==> config.mk <==
export PLATFORM = sky130hd
export DESIGN_NAME = fxalu_front
export DESIGN_NICKNAME = d
export VERILOG_FILES = /design/src/rtl/fxalu_pkg.sv /design/src/rtl/fxalu_front.sv
export SDC_FILE = /design/constraint.sdc
export NUM_CORES = 1
export LEC_CHECK = 0
export BUFFER_PORTS_ARGS = -buffer_cell sky130_fd_sc_hd__buf_4
export CAP_MARGIN = 20
export CELL_PAD_IN_SITES_DETAIL_PLACEMENT = 1
export CELL_PAD_IN_SITES_GLOBAL_PLACEMENT = 1
export CORE_MARGIN = 4
export CORE_UTILIZATION = 40
export DETAILED_ROUTE_END_ITERATION = 7
export PLACE_DENSITY = 0.81
export SLEW_MARGIN = 10
export SYNTH_ARGS = -nofsm -noshare
export SYNTH_HDL_FRONTEND = slang
export SYNTH_SLANG_ARGS = --single-unit
==> constraint.sdc <==
create_clock -name vclk -period 7.29
set_input_delay 1.458 -clock vclk [all_inputs]
set_output_delay 1.458 -clock vclk [all_outputs]
set_load 0.01 [all_outputs]
==> src/rtl/fxalu_pkg.sv <==
// ----------------------------------------------------------------------------
// fxalu_pkg
// Opcodes, item record and saturation helpers for the Q24.8 fixed-point ALU.
// ----------------------------------------------------------------------------
package fxalu_pkg;

    typedef enum logic [3:0] {
        CMD_ADD      = 4'd0,
        CMD_SUB      = 4'd1,
        CMD_MUL      = 4'd2,
        CMD_DIV      = 4'd3,
        CMD_CMP      = 4'd4,
        CMD_MIN      = 4'd5,
        CMD_MAX      = 4'd6,
        CMD_INC      = 4'd7,
        CMD_DEC      = 4'd8,
        CMD_TO_INT   = 4'd9,
        CMD_FROM_INT = 4'd10
    } t_cmd;

    localparam logic [31:0] W_MAX = 32'h7FFF_FFFF;
    localparam logic [31:0] W_MIN = 32'h8000_0000;

    typedef struct packed {
        logic [3:0]         cmd;
        logic signed [31:0] a;
        logic signed [31:0] b;
        logic [31:0]        res;
        logic               gt;
        logic               lt;
        logic               eq;
        logic               ovf;
        logic               dz;
    } t_item;

    // 33-bit signed sum to 32 bits: {ovf, value}
    function automatic logic [32:0] sat_sum(input logic [32:0] s);
        if (s[32] != s[31]) begin
            return {1'b1, (s[32] ? W_MIN : W_MAX)};
        end
        return {1'b0, s[31:0]};
    endfunction

    // magnitude plus sign to 32 bits: {ovf, value}
    function automatic logic [32:0] sat_mag(input logic [63:0] m, input logic neg);
        if (neg) begin
            if (m > 64'h0000_0000_8000_0000) begin
                return {1'b1, W_MIN};
            end
            return {1'b0, 32'(64'd0 - m)};
        end
        if (m > 64'h0000_0000_7FFF_FFFF) begin
            return {1'b1, W_MAX};
        end
        return {1'b0, m[31:0]};
    endfunction

endpackage

==> src/rtl/fxalu_front.sv <==
// ----------------------------------------------------------------------------
// fxalu_front
// Decodes a command, computes flags and all results but multiply and divide.
// ----------------------------------------------------------------------------
module fxalu_front #(
    parameter int FRAC_BITS = 8
) (
    input  logic [3:0]         i_cmd,
    input  logic signed [31:0] i_a,
    input  logic signed [31:0] i_b,
    output fxalu_pkg::t_item   o_item
);
    import fxalu_pkg::*;

    localparam int DW = 32 + FRAC_BITS;

    logic [32:0]   w_add;
    logic [32:0]   w_sub;
    logic [32:0]   w_inc;
    logic [32:0]   w_dec;
    logic [DW-1:0] w_fi;
    logic          w_fi_ok;
    logic [32:0]   w_sat;

    assign w_add   = {i_a[31], i_a} + {i_b[31], i_b};
    assign w_sub   = {i_a[31], i_a} - {i_b[31], i_b};
    assign w_inc   = {i_a[31], i_a} + 33'd1;
    assign w_dec   = {i_a[31], i_a} - 33'd1;
    assign w_fi    = {i_a, {FRAC_BITS{1'b0}}};
    assign w_fi_ok = (i_a[31:31-FRAC_BITS] == {(FRAC_BITS+1){i_a[31]}});

    always_comb begin
        o_item     = '0;
        o_item.cmd = i_cmd;
        o_item.a   = i_a;
        o_item.b   = i_b;
        o_item.gt  = (i_a > i_b);
        o_item.lt  = (i_a < i_b);
        o_item.eq  = (i_a == i_b);
        w_sat      = '0;
        case (i_cmd)
            CMD_ADD: begin
                w_sat = sat_sum(w_add);
            end
            CMD_SUB: begin
                w_sat = sat_sum(w_sub);
            end
            CMD_INC: begin
                w_sat = sat_sum(w_inc);
            end
            CMD_DEC: begin
                w_sat = sat_sum(w_dec);
            end
            CMD_MIN: begin
                w_sat = {1'b0, ((i_a > i_b) ? i_b : i_a)};
            end
            CMD_MAX: begin
                w_sat = {1'b0, ((i_a < i_b) ? i_b : i_a)};
            end
            CMD_TO_INT: begin
                w_sat = {1'b0, 32'(i_a >>> FRAC_BITS)};
            end
            CMD_FROM_INT: begin
                if (w_fi_ok) begin
                    w_sat = {1'b0, w_fi[31:0]};
                end else begin
                    w_sat = {1'b1, (i_a[31] ? W_MIN : W_MAX)};
                end
            end
            CMD_DIV: begin
                if (i_b == 32'sd0) begin
                    o_item.dz = 1'b1;
                    w_sat     = {1'b0, (i_a[31] ? W_MIN : W_MAX)};
                end
            end
            default: begin
                w_sat = '0;
            end
        endcase
        o_item.ovf = w_sat[32];
        o_item.res = w_sat[31:0];
    end

endmodule

======== Yosys cells after proc, flatten, opt, wreduce, memory -nomap -nowiden ========
Cells that the tools add are included.
W data, S select, Z words.
storage, ports and cells
  flip-flop bits (word level) ............. 0
  input bits .............................. 68
  output and inout port bits .............. 105
  logic and storage cells ................. 50
cells by class
  $add $sub $neg .......................... 4
  order comparisons ....................... 2
  eq/ne operators ......................... 14
  multiplexer cells ....................... 28
  reduce and logical (&&, ||, !) cells .... 2
operators by type and width
  cell                     count
  $mux W33                 9
  $pmux W33 S9             1
  $mux W32                 8
  $add A32 B2 Y33 const B  1
  $add A32 B32 Y33         1
  $sub A32 B2 Y33 const B  1
  $sub A32 B32 Y33         1
  $eq A32 B32 Y1           1
  $gt A32 B32 Y1           1
  $logic_not A32 Y1        1
  $lt A32 B32 Y1           1
  $eq A4 B3 Y1 const B     3
  $eq A4 B4 Y1 const B     3
  $mux W1                  10
  $eq A8 B8 Y1             1
  $eq A4 B1 Y1 const B     1
  $eq A4 B2 Y1 const B     1
  $logic_not A4 Y1         1
  $ne A1 B1 Y1             4

======== Logic depth before layout (Yosys ltp) ========
Gate-level depths: netlist (run 1).
  word-level depth ........................ 6
  depth in mapped cells ................... 15
  gate-level depth less buffers ........... 13

======== Worst setup path before layout (run 1) ========
OpenSTA, ideal clock, no wires.
  path type ............................... input to output
  start point ............................. input port i_a[0]
  end point ............................... output port o_item[23] (netlist bit)
  arrival time ............................ 4.810 ns
  data required time ...................... 5.832 ns
  setup slack ............................. 1.022 ns
  cell stages on the path ................. 14
  buffers on the path ..................... 3
  cells stage by stage .................... clkbuf_1 inv_1 ha_1 nor2b_1 o2111ai_1 a2111o_1 a2111oi_0 o31ai_1 or2_2 a31o_2 clkbuf_1 clkbuf_1 a221oi_1 nand3_1
RTL lines
  what             line               RTL
  start, declared  fxalu_front.sv:9   input logic signed [31:0] i_a,
  end, declared    fxalu_front.sv:11  output fxalu_pkg::t_item o_item

==> impl_metrics.py, run 1 <==
metrics = {
    "die": {
        "die_area_sq_um": 22100,
        "dieHeight_um": 149,
        "coreArea_sq_um": 19500,
        "initial_core_util": 0.406,
        "std_cell_rows": 51,
        "io_pins": 173,
        "dieWidth_um": 149,
    },
    "critical_path": {
        "cp-end-kind": "output pin",
        "cp_max_fo": 14,
        "startpoint_type": "input port",
        "arrival_ns": 5.68,
        "required_ns": 5.83,
        "crit_type": "in2out",
    },
    "placed_design": {
        "pre_cts_slack_ns": 0.283,
        "dp_hpwl_mm": 33.7,
        "port_buffers": 173,
        "gp_congestion": 1.02,
        "place_area_sq_um": 9170,
    },
    "timing": {
        "worst_pin_slew_ns": 1.04,
        "rsz0062_at_grt": "no",
        "slew_headroom": 0.300,
        "slew_violations": 0,
        "finalSetupViolCount": 0,
        "finalHoldViolCount": 0,
        "period_minus_slack_ns": 7.14,
        "setup_tns_ns": 0,
        "setup_ws_ns": 0.153,
        "fmax_ghz": 0.140,
        "period_share": 0.979,
    },
    "logic_synthesis": {
        "synth_top_family_by_area": "compound AO/OA/AOI/OAI gates",
        "synth_fp_nets": 1437,
        "synth_xor_xnor_area_share": 0.110,
        "synthSimpleGateAreaFrac": 0.284,
        "synthesis.area_sq_um": 7900,
        "synth.area.mux_share": 0.00918,
        "synth_fa_ha_area_frac": 0.113,
        "avgSynthCellArea_sq_um": 6.08,
        "ys_warn_count": 0,
        "ys_seq_area_frac": 0,
        "ys_types": 70,
        "synth_compound_area_frac": 0.333,
        "synth_cells": 1299,
    },
    "hold_path": {
        "hold-path-endpoint": "o_item[103]",
        "whs_path_depth": 2,
        "hp-class": "in2out",
        "min-delay-start": "i_cmd[2]",
    },
    "power_and_ir_drop": {
        "p_leak_nw": 3.95,
        "pwr_density_cell_nw_per_um2": 87.3,
        "finalPower_uw": 800,
        "worst_ir_drop_vdd_mv": 0.0433,
    },
    "global_routing": {
        "track_usage": 0.370,
        "grt_max_degree": 32,
        "grt_pass1_vias": 10900,
        "grt.busiest_layer": "met2",
        "globalRouteOverflowTotal": 0,
        "met2_usage": 0.610,
        "antenna_found_initial": 1,
        "gr-usage-met3": 0.0536,
        "grt_pass1_wl_mm": 64.7,
        "met1_usage": 0.466,
    },
    "finish": {
        "antenna_cells": 0,
        "final_area_sq_um": 9170,
        "seq_cells": 0,
        "fin_nets": 1510,
        "seqCellArea_sq_um": 0,
        "drive_above_1_share": 0.191,
        "layout_common_cells": "237 x buf_4, 151 x o21ai_0, 120 x a21oi_1",
        "n_clock_buffer": 0,
        "area_growth_syn_to_layout_pct": 16.0,
        "layout_commonest_cell": "buf_4",
    },
    "run_status": {
        "outcome": "finished, final reports clean",
    },
    "detailed_routing": {
        "vias": 10700,
        "drc_errors": 0,
        "firstDrtPassIters": 5,
        "post_drt_wl_per_cell_um": 25.9,
        "drt_first_iter_violations": 925,
        "ant_nets": 0,
        "wl_mm": 42.3,
        "vias_per_cell": 6.54,
    },
    "cts": {
        "post_cts_buffers": 0,
        "post_cts_resized": 0,
        "hold_buffers": 0,
    },
    "run": {
        "cap_viol_max_count": 0,
    },
}
[worst max-delay path: stages]
cell	delay (ns)
buf_4	0.17
ha_1	0.43
inv_1	0.18
a2111oi_0	0.64
buf_4	0.23
a211oi_1	0.08
o31ai_1	0.29
buf_4	0.20
o211ai_1	0.26
a311oi_1	0.36
buf_4	0.18
xor2_2	0.39
buf_4	0.31
o21ai_0	0.14
o2111ai_1	0.17
buf_4	0.17
[layout make-up]
class	count	area, sq um
Tap cell	265	332
Inverter	73	274
Timing Repair Buffer	239	1820
Fill cell	2686	10300
Multi-Input combinational cell	1058	6740
[cell usage after synthesis, types with 10 or more instances]
master,number,share of area
a211oi_1,12,0.011
a21o_1,14,0.013
a21oi_1,120,0.076
a221oi_1,17,0.019
a31oi_1,12,0.0095
and3_1,12,0.0095
buf_4,70,0.067
clkbuf_1,83,0.039
ha_1,68,0.11
inv_1,73,0.035
nand2_1,95,0.045
nand2b_1,18,0.014
nand3_1,55,0.035
nand4_1,31,0.025
nor2_1,113,0.054
nor2b_1,19,0.015
nor3_1,39,0.025
nor4_1,24,0.019
o2111ai_1,10,0.011
o21ai_0,151,0.096
o21bai_1,11,0.010
o31ai_1,13,0.012
or3_1,13,0.010
xnor2_1,68,0.075
xor2_1,31,0.034
[layer usage]
layer,vias to the layer above,wire (um)
met5,-,0
met4,0,2790
met3,174,3690
met2,590,19300
met1,5175,16500
li1,4754,-
[how the worst max path moves through the flow]
stage / start / end / slack, ns / cells after the start
after floorplan: i_a[0] / o_item[23] / 1.02 / 14
after global placement: i_a[5] / o_item[13] / 0.30 / 16
after detailed placement: i_a[5] / o_item[8] / 0.28 / 16
after CTS: i_a[5] / o_item[8] / 0.27 / 16
after global routing: i_a[5] / o_item[8] / 0.05 / 16
final: i_a[5] / o_item[13] / 0.15 / 16
[kinds of logic after synthesis]
family | Yosys count
xor+xnor | 99
buf+inv | 241
compound gates | 429
simple gates | 453
fa+ha+maj | 70
mux | 7
[through the flow]
stage	hold WS [ns]	std cells	util
floorplan	3.01	1299	-
global placement	3.14	1635	0.471
detailed placement	3.14	1635	0.471
CTS	3.14	1635	0.471
global route	3.16	1635	0.471
finish	3.14	1635	0.471
[power by group]
group	internal, mW	switching, mW
Combinational	0.304	0.496
Sequential	0	0
Clock	0	0
Power figures use the tool's default switching activity.
==> inputs of run 2 (changes only) <==
--- a/config.mk
+++ b/config.mk
@@ -8,11 +8,11 @@
 export BUFFER_PORTS_ARGS = -buffer_cell sky130_fd_sc_hd__buf_4
 export CAP_MARGIN = 20
 export CELL_PAD_IN_SITES_DETAIL_PLACEMENT = 1
-export CELL_PAD_IN_SITES_GLOBAL_PLACEMENT = 1
+export CELL_PAD_IN_SITES_GLOBAL_PLACEMENT = 2
 export CORE_MARGIN = 4
-export CORE_UTILIZATION = 40
+export CORE_UTILIZATION = 30
 export DETAILED_ROUTE_END_ITERATION = 7
-export PLACE_DENSITY = 0.81
+export PLACE_DENSITY = 0.8
 export SLEW_MARGIN = 10
 export SYNTH_ARGS = -nofsm -noshare
 export SYNTH_HDL_FRONTEND = slang
==> impl_metrics.py, run 2 (synthesis gave the netlist of run 1 again) <==
metrics = {
    "run_status": {
        "outcome": "finished, final reports clean",
    },
    "finish": {
        "antenna_cells": 0,
        "instances_no_fill": 1698,
        "seqCellArea_sq_um": 0,
        "layout_common_cells": "230 x buf_4, 151 x o21ai_0, 120 x a21oi_1",
        "utilization": 0.354,
        "fillers": 3473,
        "fin_nets": 1503,
        "n_clock_buffer": 0,
        "layout_commonest_cell": "buf_4",
        "final_area_sq_um": 9200,
        "seq_cells": 0,
        "area_growth_syn_to_layout_pct": 16.5,
        "multi_input_area_sq_um": 6740,
        "drive_above_1_share": 0.187,
    },
    "detailed_routing": {
        "drc_errors": 0,
        "ant_nets": 0,
        "post_drt_wl_per_cell_um": 26.4,
        "drt_first_iter_violations": 1157,
        "vias_per_cell": 6.26,
        "vias": 10600,
        "firstDrtPassIters": 5,
        "wl_mm": 44.8,
    },
    "global_routing": {
        "grt_max_degree": 32,
        "track_usage": 0.293,
        "grt_pass1_vias": 10600,
        "globalRouteOverflowTotal": 0,
        "antenna_found_initial": 0,
        "grt_pass1_wl_mm": 66.4,
    },
    "critical_path": {
        "cp-end-kind": "output pin",
        "cp_max_fo": 13,
        "crit_type": "in2out",
        "arrival_ns": 5.67,
        "required_ns": 5.83,
        "startpoint_type": "input port",
    },
    "power_and_ir_drop": {
        "pwr_density_cell_nw_per_um2": 87.8,
        "p_leak_nw": 3.92,
        "finalPower_uw": 808,
        "worst_ir_drop_vdd_mv": 0.0394,
    },
    "run": {
        "cap_viol_max_count": 0,
    },
    "placed_design": {
        "place_area_sq_um": 9200,
        "placed_cells_incl_taps": 1698,
        "dp_hpwl_mm": 35.3,
        "pre_cts_slack_ns": 0.212,
        "gp_congestion": 0.947,
        "port_buffers": 173,
    },
    "timing": {
        "rsz0062_at_grt": "no",
        "holdWs_ns": 3.14,
        "fmax_ghz": 0.140,
        "period_minus_slack_ns": 7.12,
        "finalSetupViolCount": 0,
        "setup_tns_ns": 0,
        "slew_violations": 0,
        "finalHoldViolCount": 0,
        "slew_headroom": 0.197,
        "worst_pin_slew_ns": 1.19,
        "period_share": 0.977,
        "setup_ws_ns": 0.166,
    },
    "die": {
        "std_cell_rows": 59,
        "coreArea_sq_um": 26000,
        "io_pins": 173,
        "dieHeight_um": 170,
        "die_area_sq_um": 29000,
        "initial_core_util": 0.304,
        "dieWidth_um": 170,
    },
    "hold_path": {
        "hp-class": "in2out",
    },
}
-- run 2: changes by cell type in the layout (fill, tap and decap cells not counted) --
cell and change:
buf_4 -7, a2111oi_0 -1, a2111oi_1 +1
-- run 2: layout make-up --
type	instances	share of cell area
Inverter	73	0.0298
Tap cell	335	0.0455
Multi-Input combinational cell	1058	0.733
Timing Repair Buffer	232	0.192
-- run 2: power breakdown --
group | internal (mW) | switching (mW) | total (mW)
clock | 0 | 0 | 0
combinational | 0.301 | 0.507 | 0.808
sequential | 0 | 0 | 0
-- run 2: final timing paths --
path | from | to | slack (ns) | depth (start not counted)
max | i_a[25] | o_item[6] | 0.17 | 12
min | i_cmd[2] | o_item[103] | 3.14 | 2
-- run 2: worst max-delay path, cell delays in order --
cell and delay [ns]:
buf_4 0.18, or4_1 0.63, or3_1 0.40, or4_4 0.53, a2111oi_0 0.68, a211o_2 0.46
buf_4 0.25, a32oi_1 0.09, a221o_1 0.30, a221oi_1 0.30, nand3_1 0.17, buf_4 0.19
-- run 2: repair_timing --
item,in CTS,in global routing
endpoints found under the setup margin,0,1
resized for setup,0,1
endpoints found under the hold margin,0,0
hold buffers,0,0
buffers inserted,0,0
-- run 2: routing by layer --
layer	GRT usage	up-vias	routed length (um)	part of all wire
met5	0	-	0	0
met4	0.0979	0	1730	0.039
met3	0.0314	113	3250	0.073
met2	0.494	545	20700	0.46
met1	0.391	5242	19100	0.43
li1	-	4736	-	-
==> inputs of run 3 (changes only) <==
--- a/config.mk
+++ b/config.mk
@@ -13,6 +13,7 @@
 export CORE_UTILIZATION = 30
 export DETAILED_ROUTE_END_ITERATION = 7
 export PLACE_DENSITY = 0.8
+export RECOVER_POWER = 25
 export SLEW_MARGIN = 10
 export SYNTH_ARGS = -nofsm -noshare
 export SYNTH_HDL_FRONTEND = slang
==> impl_metrics.py, run 3 (synthesis gave the netlist of run 1 again) <==
metrics = {
    "timing": {
        "period_share": 0.973,
        "finalHoldViolCount": 0,
        "slew_headroom": 0.180,
        "setup_ws_ns": 0.197,
        "finalSetupViolCount": 0,
        "worst_pin_slew_ns": 1.22,
        "period_minus_slack_ns": 7.09,
        "holdWs_ns": 3.17,
        "slew_violations": 0,
        "rsz0062_at_grt": "no",
        "setup_tns_ns": 0,
        "fmax_ghz": 0.141,
    },
    "detailed_routing": {
        "post_drt_wl_per_cell_um": 26.3,
        "vias": 10600,
        "wl_mm": 44.6,
        "drt_first_iter_violations": 1048,
        "ant_nets": 0,
        "vias_per_cell": 6.24,
        "drc_errors": 0,
        "firstDrtPassIters": 6,
    },
    "placed_design": {
        "port_buffers": 173,
        "gp_congestion": 0.947,
        "place_area_sq_um": 9200,
        "dp_hpwl_mm": 35.3,
        "pre_cts_slack_ns": 0.212,
    },
    "power_and_ir_drop": {
        "p_leak_nw": 3.83,
        "pwr_density_cell_nw_per_um2": 88.0,
        "finalPower_uw": 802,
        "worst_ir_drop_vdd_mv": 0.0392,
    },
    "critical_path": {
        "startpoint_type": "input port",
        "cp-end-kind": "output pin",
        "required_ns": 5.83,
        "arrival_ns": 5.64,
        "crit_type": "in2out",
        "crit_start": "i_a[25]",
        "cp_max_fo": 13,
    },
    "cts": {
        "post_cts_resized": 0,
        "hold_buffers": 0,
        "post_cts_buffers": 0,
    },
    "global_routing": {
        "grt_max_degree": 32,
        "grt_pass1_wl_mm": 66.4,
        "globalRouteOverflowTotal": 0,
        "grt_pass1_vias": 10600,
        "antenna_found_initial": 0,
        "track_usage": 0.293,
    },
    "finish": {
        "seq_cells": 0,
        "final_area_sq_um": 9110,
        "antenna_cells": 0,
        "layout_common_cells": "206 x buf_4, 151 x o21ai_0, 120 x a21oi_1",
        "drive_above_1_share": 0.169,
        "fin_nets": 1503,
        "fillers": 3485,
        "n_clock_buffer": 0,
        "area_growth_syn_to_layout_pct": 15.3,
        "layout_commonest_cell": "buf_4",
        "seqCellArea_sq_um": 0,
    },
    "run": {
        "cap_viol_max_count": 0,
    },
    "hold_path": {
        "min-delay-start": "i_cmd[2]",
        "hold-path-endpoint": "o_item[103]",
        "hp-class": "in2out",
        "whs_path_depth": 2,
    },
    "die": {
        "io_pins": 173,
        "coreArea_sq_um": 26000,
        "std_cell_rows": 59,
        "die_area_sq_um": 29000,
        "initial_core_util": 0.304,
        "dieWidth_um": 170,
        "dieHeight_um": 170,
    },
    "run_status": {
        "outcome": "finished, final reports clean",
    },
}
==> run 3: cell count changes in the layout (fill, tap and decap cells not counted), sizes merged <==
cell | previous run | this run
buf | 232 | 208
clkbuf | 0 | 24
==> run 3: stage by stage <==
step                cells  utilization
global route         1698        0.351
floorplan            1299            -
finish               1698        0.351
global placement     1698        0.354
CTS                  1698        0.354
detailed placement   1698        0.354
==> run 3: how the worst max path moves through the flow <==
stage | to | slack [ns]
4_1_cts | o_item[20] | 0.14
3_5_place_dp | o_item[20] | 0.21
6_report | o_item[6] | 0.20
3_3_place_gp | o_item[20] | 0.20
5_1_grt | o_item[20] | 0.04
2_1_floorplan | o_item[23] | 1.02
==> run 3: power breakdown <==
part	leakage, nW	internal (mW)	switching (mW)
registers	0	0	0
logic	3.83	0.295	0.506
clock network	0	0	0
==> run 3: worst max-delay path: stages <==
cell       delay, ns
buf_4           0.18
or4_1           0.62
or3_1           0.40
or4_4           0.53
a2111oi_0       0.69
a211o_2         0.46
buf_4           0.25
a32oi_1         0.08
a221o_1         0.30
a221oi_1        0.30
nand3_1         0.16
buf_4           0.19
==> run 3: area by class of cell <==
cell class / count / area, sq um / area share
well taps: 335 / 419 / 0.0460
multi-input cells: 1058 / 6740 / 0.740
repair buffers: 232 / 1680 / 0.184
inverters: 73 / 274 / 0.0301
==> run 3: metal layers <==
layer,vias to the layer above,GRT usage,wire length (um)
met2,546,0.494,20600
met1,5204,0.391,19000
li1,4739,-,-
met4,0,0.0979,1730
met3,104,0.0314,3290
met5,-,0,0
