<file path="src/rtl/fxalu_pkg.sv">
// ----------------------------------------------------------------------------
// fxalu_pkg
// Opcodes, item record and saturation helpers for the Q24.8 fixed-point ALU.
// ----------------------------------------------------------------------------
package fxalu_pkg;

    typedef enum logic [3:0] {
        CMD_ADD      = 4'd0,
        CMD_SUB      = 4'd1,
        CMD_MUL      = 4'd2,
        CMD_DIV      = 4'd3,
        CMD_CMP      = 4'd4,
        CMD_MIN      = 4'd5,
        CMD_MAX      = 4'd6,
        CMD_INC      = 4'd7,
        CMD_DEC      = 4'd8,
        CMD_TO_INT   = 4'd9,
        CMD_FROM_INT = 4'd10
    } t_cmd;

    localparam logic [31:0] W_MAX = 32'h7FFF_FFFF;
    localparam logic [31:0] W_MIN = 32'h8000_0000;

    typedef struct packed {
        logic [3:0]         cmd;
        logic signed [31:0] a;
        logic signed [31:0] b;
        logic [31:0]        res;
        logic               gt;
        logic               lt;
        logic               eq;
        logic               ovf;
        logic               dz;
    } t_item;

    // 33-bit signed sum to 32 bits: {ovf, value}
    function automatic logic [32:0] sat_sum(input logic [32:0] s);
        if (s[32] != s[31]) begin
            return {1'b1, (s[32] ? W_MIN : W_MAX)};
        end
        return {1'b0, s[31:0]};
    endfunction

    // magnitude plus sign to 32 bits: {ovf, value}
    function automatic logic [32:0] sat_mag(input logic [63:0] m, input logic neg);
        if (neg) begin
            if (m > 64'h0000_0000_8000_0000) begin
                return {1'b1, W_MIN};
            end
            return {1'b0, 32'(64'd0 - m)};
        end
        if (m > 64'h0000_0000_7FFF_FFFF) begin
            return {1'b1, W_MAX};
        end
        return {1'b0, m[31:0]};
    endfunction

endpackage

</file>
<file path="src/rtl/fxalu_fifo.sv">
// ----------------------------------------------------------------------------
// fxalu_fifo
// Two-entry queue between the decode front and the arithmetic back end.
// ----------------------------------------------------------------------------
module fxalu_fifo (
    input  logic             i_clk,
    input  logic             i_rst_n,
    input  logic             i_wr,
    input  fxalu_pkg::t_item i_wdata,
    output logic             o_full,
    input  logic             i_rd,
    output fxalu_pkg::t_item o_rdata,
    output logic             o_empty
);
    import fxalu_pkg::*;

    t_item       r_mem [0:1];
    logic        r_wp;
    logic        r_rp;
    logic [1:0]  r_cnt;
    logic        n_wp;
    logic        n_rp;
    logic [1:0]  n_cnt;
    logic        w_wr;
    logic        w_rd;

    assign o_full  = (r_cnt == 2'd2);
    assign o_empty = (r_cnt == 2'd0);
    assign w_wr    = i_wr && !o_full;
    assign w_rd    = i_rd && !o_empty;
    assign o_rdata = r_mem[r_rp];

    always_comb begin
        n_wp  = w_wr ? ~r_wp : r_wp;
        n_rp  = w_rd ? ~r_rp : r_rp;
        n_cnt = r_cnt + {1'b0, w_wr} - {1'b0, w_rd};
    end

    always_ff @(posedge i_clk) begin
        if (!i_rst_n) begin
            r_wp  <= 1'b0;
            r_rp  <= 1'b0;
            r_cnt <= 2'd0;
        end else begin
            r_wp  <= n_wp;
            r_rp  <= n_rp;
            r_cnt <= n_cnt;
        end
    end

    always_ff @(posedge i_clk) begin
        if (w_wr) begin
            r_mem[r_wp] <= i_wdata;
        end
    end

endmodule

</file>
<file path="config.mk">
export PLATFORM = sky130hd
export DESIGN_NAME = fxalu_fifo
export DESIGN_NICKNAME = d
export VERILOG_FILES = /design/src/rtl/fxalu_pkg.sv /design/src/rtl/fxalu_fifo.sv
export SDC_FILE = /design/constraint.sdc
export NUM_CORES = 1
export LEC_CHECK = 0
export BUFFER_PORTS_ARGS = -buffer_cell sky130_fd_sc_hd__buf_2
export CORE_MARGIN = 4
export CORE_UTILIZATION = 35
export CTS_BUF_LIST = sky130_fd_sc_hd__clkbuf_16
export CTS_CLUSTER_DIAMETER = 60
export DETAILED_ROUTE_END_ITERATION = 8
export PLACE_DENSITY = 0.59
export SYNTH_ARGS = -nofsm -noshare
export SYNTH_HDL_FRONTEND = slang
export SYNTH_SLANG_ARGS = --single-unit
</file>
<file path="constraint.sdc">
create_clock -name i_clk -period 12.19 [get_ports i_clk]
set_input_delay 0.6095 -clock i_clk [delete_from_list [all_inputs] [get_ports i_clk]]
set_output_delay 0.6095 -clock i_clk [all_outputs]
set_load 0.02 [all_outputs]
</file>
== After elaboration in Yosys (flattened, before gate mapping) ==
Memories as Yosys holds them, arrays and structs flattened. A register that Yosys moved wholly into a read port is not among the register bits.
Cells that the tools add are included.

* Register bits: 4
* Memory bits (writable): 210
* Output and inout bits: 107
* Logic and storage cells: 18
* Memories kept: 1

* Add/subtract/negate cells: 2
* Equality and inequality tests: 1
* Multiplexer cells: 4
* Bitwise operators: 2
* Reduce and logical (&&, ||, !) cells: 5

{| class="wikitable"
|+ Memories
! memory !! words !! width !! read ports !! clocked after memory_dff !! write ports !! line !! text
|-
| r_mem || 2 || 105 || 1 || 1 || 1 || fxalu_fifo.sv:17 || <nowiki>t_item r_mem [0:1];</nowiki>
|}

{| class="wikitable"
|+ Operator list
! kind !! number
|-
| 1-bit 2-to-1 mux || 4
|-
| 2-bit by 1-bit adder with 2-bit output || 1
|-
| 2-bit equality test (second input constant) || 1
|-
| 1-bit logical AND || 2
|-
| 1-bit zero test || 2
|-
| 2-bit zero test || 1
|-
| 1-bit inverter || 2
|-
| 2-bit by 1-bit subtractor with 2-bit output || 1
|}

== Logic depth before layout (Yosys ltp) ==
Gate-level depths: netlist of the first run.

* Word-level depth: 5
* Mapped depth: 8
* Gate-level depth less buffers: 8

== Worst setup path before layout of the first run ==
OpenSTA, ideal clock, no wires.

* Path kind: input-to-reg
* From: input port i_wr
* To: memory r_mem[0][0] (netlist bit) (enable)
* Setup time: 0.570 ns
* Arrival time: 5.073 ns
* Required time: 11.620 ns
* Setup slack: 6.548 ns
* Cell stages on the path: 2
* Path buffers: 0
* Cell sequence: nand2_1 > nor2_1

* Longest elaborated chain between the ends: 3

{| class="wikitable"
|+ RTL lines
! what !! line !! text
|-
| start: declaration || fxalu_fifo.sv:8 || <nowiki>input logic i_wr,</nowiki>
|-
| 1-bit logical AND || fxalu_fifo.sv:29 || <nowiki>assign w_wr = i_wr && !o_full;</nowiki>
|-
| 1-bit 2-to-1 mux || fxalu_fifo.sv:52 || <nowiki>if (w_wr) begin</nowiki>
|-
| 1-bit 2-to-1 mux (implied by the code) || fxalu_fifo.sv:53 || <nowiki>r_mem[r_wp] <= i_wdata;</nowiki>
|-
| end: declaration || fxalu_fifo.sv:17 ||
|}

No other way between the ends.

==> results.toml, run 1 <==
[clock_network]
h-tree-depth = 1
cts-root-buf = "clkbuf_16"
cts_setup_buffers = 0
cts_resized = 0
clk_pin_slew_worst_paths_ps = 60
cts_buffers = 24
holdBufCountCts = 0
clockBufferDepth = 3
cts.sinks = 215
cts_tree = "yes"
clock_latency_ps = 510

[routing]
drtIter0Drc = 153
wl_per_cell_microns = 17.3
wirelength_microns = 15300
final_antenna_net_count = 0
drtPass1Iterations = 6
drc = 0
dr_total_vias = 4006
vias_per_cell = 4.52

[grt]
antenna_found_initial = 2
grt_max_degree = 67
grt_overflow_total = 0
grt_pass1_wl_microns = 23700
grt_pass1_vias = 4473
grt.total_usage_pct = 11.5

[worst_hold_path]
hold_path_depth = 1
holdCritPathClass = "in -> reg"

[sta]
relSlewSlack_pct = 22.2
hold_violations = 0
finalMaxSlewViolations = 0
setup_viol = 0
fin_setup_tns_ps = 0
post-route-min-period_ps = 3490
rsz0062_at_grt = "false"
finalCritPeriodShare_pct = 28.6
clock_skew_ps = 7.33
worst-slew-pin-transition_ps = 1160
max_freq_ghz = 0.286

[critical_path]
cpPeakStageDelay_ps = 910
r2r_cells = 4
crit_type = "reg -> out"
crit_fanout = 58
critPathLaunchType = "flop"
crit_arrival_ps = 2880
critPathSlowestCell = "dfxtp_4"
end_kind = "primary output"
required_ps = 11580
path_cells = "buf_4 -> mux2_2 -> buf_2"
rrSetupSlack_ps = 9300

[floorplanning]
die_w_microns = 160
ios = 216
core_sq_um = 22600
fp.dieH_microns = 160
rows = 55
start_util_pct = 35.6
dieArea_sq_um = 25500

[run]
maxCapViolCount = 0

[yosys]
syn_inst = 354
syn_area_sq_um = 8060
syn_avg_cell_area_sq_um = 22.8
ys_seq_area_share_pct = 79.5
syn-num-nets = 465
synth_warnings = 0
synth_cell_types = 20
synth_seq_cells = 215

[placed_design]
gp_congestion = 0.717
port_buffers = 215
dp_hpwl_microns = 10100
dp_cells = 845

[power]
leakage_uw = 0.00391
power_frac_clock_pct = 30.5
p_int_uw = 1690
peakVddDrop_mv = 0.151
combinationalPowerShare_pct = 27.0
seqPwrFrac_pct = 42.5
switching_share_pct = 29.4
power_density_nw_per_um2 = 234
p_switching_uw = 702

[cells_and_area]
layout-drive-gt1-share_pct = 60.1
stdcell_count = 887
nets = 697
diodes = 0
area.growth.synth_to_final_pct = 26.5

[status]
outcome = "finished clean"
-- layout by cell type (no fill, tap or decap), drive strengths merged, types with 2 or more instances in the layout --
cell / Yosys / final
mux2: 105 / 105
ha: 2 / 2
dfxtp: 5 / 5
clkbuf: 0 / 25
edfxtp: 210 / 210
inv: 3 / 4
nand2b: 2 / 2
nand2: 2 / 2
clkinv: 0 / 11
nor2: 5 / 5
and2: 2 / 2
buf: 12 / 218
bufinv: 0 / 4
-- registers in the layout, summed over array words and instances (netlist names), named ones only --
| signal | cells |
|---|---|
| r_cnt | 2 |
| r_mem | 210 |
| r_rp | 1 |
| r_wp | 1 |
-- metal layers --
layer | global-route usage (%) | vias up | wire length [microns]
li1 | - | 1859 | -
met2 | 19.8 | 160 | 7570
met3 | 4.41 | 40 | 1320
met4 | 3.55 | 4 | 431
met5 | 0 | - | 27
met1 | 13.4 | 1943 | 5960
-- cell usage after synthesis --
master	count	area (sq um)
and2_1	2	12.5
and3_1	1	6.26
buf_12	5	100
buf_2	5	25.0
buf_6	1	11.3
buf_8	1	15.0
dfxtp_1	5	100
edfxtp_1	210	6310
ha_1	2	25.0
inv_1	3	11.3
mux2_2	55	619
mux2_4	50	751
mux2i_1	1	10.0
nand2_1	2	7.51
nand2b_1	2	12.5
nor2_1	5	18.8
nor3_1	1	5.00
o21a_1	1	7.51
xnor2_1	1	8.76
xor2_1	1	8.76
-- layout make-up --
| class | count | area (sq um) |
|---|---|---|
| Tap cell | 285 | 357 |
| Clock inverter | 17 | 188 |
| Inverter | 3 | 11.3 |
| Timing Repair Buffer | 218 | 1100 |
| Fill cell | 1947 | 12400 |
| Sequential cell | 215 | 6410 |
| Multi-Input combinational cell | 124 | 1510 |
| Clock buffer | 25 | 626 |
-- path summary, 6_finish.rpt --
kind / startpoint / endpoint
worst max register to register: r_cnt[0]$_SDFF_PN0_ / r_mem[0][3]$_DFFE_PP_
worst min register to register: r_rp$_SDFFE_PN0P_ / r_rp$_SDFFE_PN0P_
worst max-delay path: flop / o_rdata[1]
worst min-delay path: i_wdata[82] / r_mem[0][82]$_DFFE_PP_
-- cells by family after synthesis --
logic type	share of synthesized area (%)
AOI/OAI and AO/OA	0.0932
xor gates and xnor gates	0.217
buffers and inverters	2.02
muxes	17.1
DFF	79.5
and+or+nand+nor	0.776
adders and majority gates	0.310
-- power groups by stage --
stage / Clock [uW] / Combinational (uW) / Sequential, uW
after floorplan: 0 / 515 / 1010
after global routing: 784 / 691 / 1030
after detailed placement: 0 / 660 / 1030
after CTS: 754 / 660 / 1020
final: 729 / 646 / 1020
after global placement: 0 / 652 / 1030
-- metrics by stage --
| step | total power (uW) | hold WS [ps] | area [sq um] | setup WS [ps] | util (%) |
|---|---|---|---|---|---|
| after floorplan | 1520 | 455 | 8060 | 6550 | - |
| after global placement | 1680 | 496 | 9380 | 9120 | 41.4 |
| after global routing | 2500 | 262 | 10200 | 8530 | 45.0 |
| after CTS | 2430 | 262 | 10200 | 8630 | 45.0 |
| after detailed placement | 1690 | 505 | 9380 | 9040 | 41.4 |
| final | 2390 | 290 | 10200 | 8700 | 45.0 |
-- critical path, delay by kind of cell (launching register included) --
family | cells | cell delay (ps)
buf+inv | 2 | 940
flops | 1 | 910
mux | 1 | 430
Power figures use the tool's default switching activity.
==> inputs of run 2 (changes only) <==
- ABC_AREA: unset -> 1
- PLACE_DENSITY: 0.59 -> 0.61
- clock period: 12.19 -> 3 ns (I/O delays scaled with it)
==> run 2 against run 1 <==
Clock power increased to 3.9 times the previous value. First-iteration DRC count rose by 3.3%. Count of clock-buffer cells in the layout did not move. Die area rose by 0.16%. Critical endpoint is now o_rdata[36]. Largest cell class unchanged. Highest routed layer is now met4.
==> results.toml, run 2 <==
[clock_network]
cts-root-buf = "clkbuf_16"
cts_setup_buffers = 0
clockBufferDepth = 3
clock_latency_ps = 510
holdBufCountCts = 108
clk_pin_slew_worst_paths_ps = 60
cts.sinks = 215
cts_resized = 0
cts_tree = "yes"
cts_buffers = 25
h-tree-depth = 1

[critical_path]
critPathLaunchType = "flop"
cpPeakStageDelay_ps = 630
crit_buf_inv = 2
crit_family = "flip-flops"
crit_arrival_ps = 2170
required_ps = 2850
crit_type = "reg -> out"
crit_fanout = 65
path_cells = "buf_12 -> mux2_2 -> buf_2"
critPathSlowestCell = "dfxtp_4"
end_kind = "primary output"

[power]
peakVddDrop_mv = 0.500
power_density_nw_per_um2 = 818
leakage_uw = 0.00439
total_power_uw = 9250

[placed_design]
dpl_cell_area_sq_um = 9450
dp_hpwl_microns = 10200
port_buffers = 215
gp_congestion = 0.684
dp_cells = 859

[cells_and_area]
layout-drive-gt1-share_pct = 49.8
nets = 820
fillers = 1849
stdcell_count = 1012
max_flop_register = "r_mem"
area.growth.synth_to_final_pct = 40.1
seq_area_sq_um = 6410
diodes = 0
layout.cells.most_common_list = "buf_2 (215), edfxtp_1 (210), dlygate4sd3_1 (108)"
largest_register_ffs = 210
mostFrequentLayoutCell = "buf_2"
reg.largest.list = "r_mem x210, r_cnt x2"
final_area_sq_um = 11300
multiInputGateArea_sq_um = 1490

[run]
maxCapViolCount = 0

[grt]
antenna_found_initial = 0
grt_pass1_vias = 5015
grt_max_degree = 66
grt.total_usage_pct = 11.9
grt_overflow_total = 0
grt_pass1_wl_microns = 25000

[sta]
clock_skew_ps = 17.4
fin_setup_tns_ps = 0
whs_ps = 359
relSlewSlack_pct = 45.1
setup_viol = 0
finalCritPeriodShare_pct = 77.2
worst-slew-pin-transition_ps = 824
max_freq_ghz = 0.432
hold_violations = 0
finalMaxSlewViolations = 0
post-route-min-period_ps = 2320
rsz0062_at_grt = "false"

[floorplanning]
rows = 55
ios = 216
dieArea_sq_um = 25600
start_util_pct = 35.7
die_w_microns = 160
core_sq_um = 22600
fp.dieH_microns = 160

[yosys]
synth_cell_types = 14
synth.top_cell.area_share_pct = 78.1
ys_seq_area_share_pct = 79.3
syn_inst = 365
synth_most_common_cell = "edfxtp_1"
yosys.area.top_type = "edfxtp_1"
syn-num-nets = 476
synth_enable_flop_cells = 210
synth_area_leaders = "edfxtp_1 (78%), mux2_4 (9.3%), mux2_2 (7.7%)"
syn_area_sq_um = 8080
synth_warnings = 0
syn_avg_cell_area_sq_um = 22.1
synth_seq_cells = 215
async_reset_ff_share_pct = 0
synth-main-ff-cell = "edfxtp_1"
ys_top_cells_by_count = "edfxtp_1 (210), mux2_2 (55), mux2_4 (50)"

[routing]
wl_per_cell_microns = 15.8
vias_per_cell = 4.44
wirelength_microns = 16000
drtPass1Iterations = 4
final_antenna_net_count = 0
drtIter0Drc = 158
drc = 0
dr_total_vias = 4492

[status]
outcome = "finished clean"

[worst_hold_path]
holdCritPathClass = "in -> reg"
==> run 2: cell types whose count changed in the layout (fill, tap and decap cells not counted), moves of 3 or more <==
cell	before	now
nand3_1	0	3
clkinv_1	6	10
nor2_1	4	7
nand2_1	2	9
buf_12	0	3
inv_1	3	10
dlygate4sd3_1	0	108
==> run 2: layout make-up <==
cell class | count | share of cell area (%)
tap | 285 | 3.15
multi-input combinational | 129 | 13.2
clock inverter | 20 | 1.34
clock buffer | 25 | 5.53
timing repair buffer | 329 | 19.8
sequential | 215 | 56.7
inverter | 9 | 0.332
==> run 2: worst paths after layout <==
path                                          start                endpoint  slack [ps]  cells past startpoint
worst max-delay path                           flop             o_rdata[36]         680                      3
worst min-delay path                     i_wdata[8]   r_mem[1][8]$_DFFE_PP_         360                      2
worst max register to register  r_cnt[0]$_SDFF_PN0_  r_mem[1][95]$_DFFE_PP_        1040                      5
worst min register to register    r_rp$_SDFFE_PN0P_       r_rp$_SDFFE_PN0P_         540                      2
==> run 2: layer usage <==
metal	GRT usage, %	wire length (microns)
met4	2.93	338
met3	2.99	998
met5	0	0
met2	22.1	8320
met1	13.9	6330
==> run 2: logic make-up after synthesis <==
family / Yosys count / synth area share (%)
adders and majority gates: 2 / 0.310
DFF: 215 / 79.3
AOI/OAI and AO/OA: 2 / 0.124
and+or+nand+nor: 20 / 0.976
muxes: 105 / 17.0
buffers and inverters: 21 / 2.29
==> run 2: where the power goes <==
part / total [uW] / switching, uW / internal [uW] / leakage (uW)
combinational: 2470 / 1400 / 1070 / 0.00200
sequential: 3970 / 149 / 3820 / 0.00200
clock: 2820 / 1130 / 1690 / 0.000391
total: 9250 / 2680 / 6570 / 0.00439
==> run 2: per-stage QoR <==
| step | worst slack (ps) | utilization, % |
|---|---|---|
| after floorplan | 439 | - |
| after global placement | 1100 | 41.8 |
| after detailed placement | 1030 | 41.8 |
| after CTS | 640 | 50.0 |
| after global routing | 598 | 50.0 |
| final | 683 | 50.0 |
==> inputs of run 3 (changes only) <==
- ABC_AREA: 1 -> 0
- clock period: 3 -> 2.1 ns (I/O delays scaled with it)
==> run 3 against run 2 <==
Clock power increased by 34%. Sequential cell count unchanged. Combinational power up 73%. Critical path depth did not move. Critical path type unchanged.
==> results.toml, run 3 (synthesis results as in run 1) <==
[floorplanning]
start_util_pct = 35.6
fp.dieH_microns = 160
die_w_microns = 160
ios = 216
rows = 55
dieArea_sq_um = 25500
core_sq_um = 22600

[cells_and_area]
area.growth.synth_to_final_pct = 40.5
stdcell_count = 999
max_flop_register = "r_mem"
reg.largest.list = "r_mem x210, r_cnt x2"
fillers = 1856
mostFrequentLayoutCell = "buf_2"
layout.cells.most_common_list = "buf_2 (215), edfxtp_1 (210), dlygate4sd3_1 (107)"
layout-drive-gt1-share_pct = 51.3
diodes = 0
nets = 809
largest_register_ffs = 210

[sta]
post-route-min-period_ps = 1880
finalMaxSlewViolations = 0
fin_setup_tns_ps = 0
finalCritPeriodShare_pct = 89.5
worst-slew-pin-transition_ps = 334
clock_skew_ps = 16.8
rsz0062_at_grt = "false"
hold_violations = 0
max_freq_ghz = 0.532
setup_viol = 0
relSlewSlack_pct = 77.8
whs_ps = 44.7

[power]
peakVddDrop_mv = 0.682
leakage_uw = 0.00438
total_power_uw = 13800
power_density_nw_per_um2 = 1210

[clock_network]
cts_buffers = 24
cts_resized = 0
clk_pin_slew_worst_paths_ps = 60
clock_latency_ps = 510
cts_tree = "yes"
h-tree-depth = 1
cts.sinks = 215
cts_setup_buffers = 0
cts-root-buf = "clkbuf_16"
holdBufCountCts = 107
clockBufferDepth = 3

[grt]
grt_most_used_layer = "met2"
grt_pass1_vias = 5034
antenna_found_initial = 0
grt.met3_usage_pct = 3.41
met2_usage_pct = 23.0
grt.total_usage_pct = 12.5
grt_pass1_wl_microns = 26000
grt_max_degree = 55
grt_overflow_total = 0
grtUsageMet1_pct = 14.2

[critical_path]
critPathLaunchType = "flop"
crit_arrival_ps = 1770
crit_type = "reg -> out"
end_kind = "primary output"
crit_fanout = 49
required_ps = 2000

[routing]
wl_per_cell_microns = 16.2
dr_total_vias = 4402
final_antenna_net_count = 0
drtPass1Iterations = 4
drtIter0Drc = 156
wirelength_microns = 16200
vias_per_cell = 4.41
drc = 0

[status]
outcome = "finished clean"

[placed_design]
dp_cells = 850
dp_hpwl_microns = 10500
gp_congestion = 0.711
port_buffers = 215

[worst_hold_path]
holdCritPathClass = "in -> reg"

[run]
maxCapViolCount = 0
-- run 3: final timing paths --
path | startpoint | endpoint | slack, ps | cells past startpoint
max reg2reg | r_cnt[1]$_SDFF_PN0_ | r_cnt[1]$_SDFF_PN0_ | 510 | 7
min | i_rd | r_rp$_SDFFE_PN0P_ | 40 | 4
min reg2reg | r_rp$_SDFFE_PN0P_ | r_rp$_SDFFE_PN0P_ | 520 | 2
max | flop | o_rdata[19] | 220 | 3
-- run 3: area by class of cell --
class                      count  area [sq um]  area share (%)
sequential                   215          6410            56.6
timing repair buffer         330          2310            20.4
multi-input combinational    124          1520            13.4
clock buffer                  24           601            5.30
tap                          285           357            3.15
clock inverter                18           123            1.08
inverter                       3          11.3          0.0994
-- run 3: power breakdown --
part | internal, uW | switching (uW) | total, uW
Combinational | 1890 | 2390 | 4280
Sequential | 5530 | 189 | 5720
Clock | 2200 | 1570 | 3770
Total | 9620 | 4150 | 13800
-- run 3: through the flow --
| stage | utilization [%] | setup slack (ps) | instance area (sq um) |
|---|---|---|---|
| CTS | 50.0 | 161 | 11300 |
| finish | 50.0 | 221 | 11300 |
| global route | 50.0 | 139 | 11300 |
| floorplan | - | -402 | 8090 |
| detailed placement | 42.1 | 508 | 9540 |
| global placement | 42.1 | 556 | 9540 |
-- run 3: metal layers --
| layer | wire, microns | share of wire, % | vias to the layer above |
|---|---|---|---|
| met5 | 0 | 0 | - |
| met1 | 6370 | 39 | 2146 |
| li1 | - | - | 2089 |
| met3 | 1030 | 6.3 | 28 |
| met2 | 8420 | 52 | 139 |
| met4 | 398 | 2.5 | 0 |
-- run 3: worst max-delay path, stage by stage, from the launching register on --
cell and delay (ps):
dfxtp_4 390, buf_12 300, mux2_2 390, buf_2 160
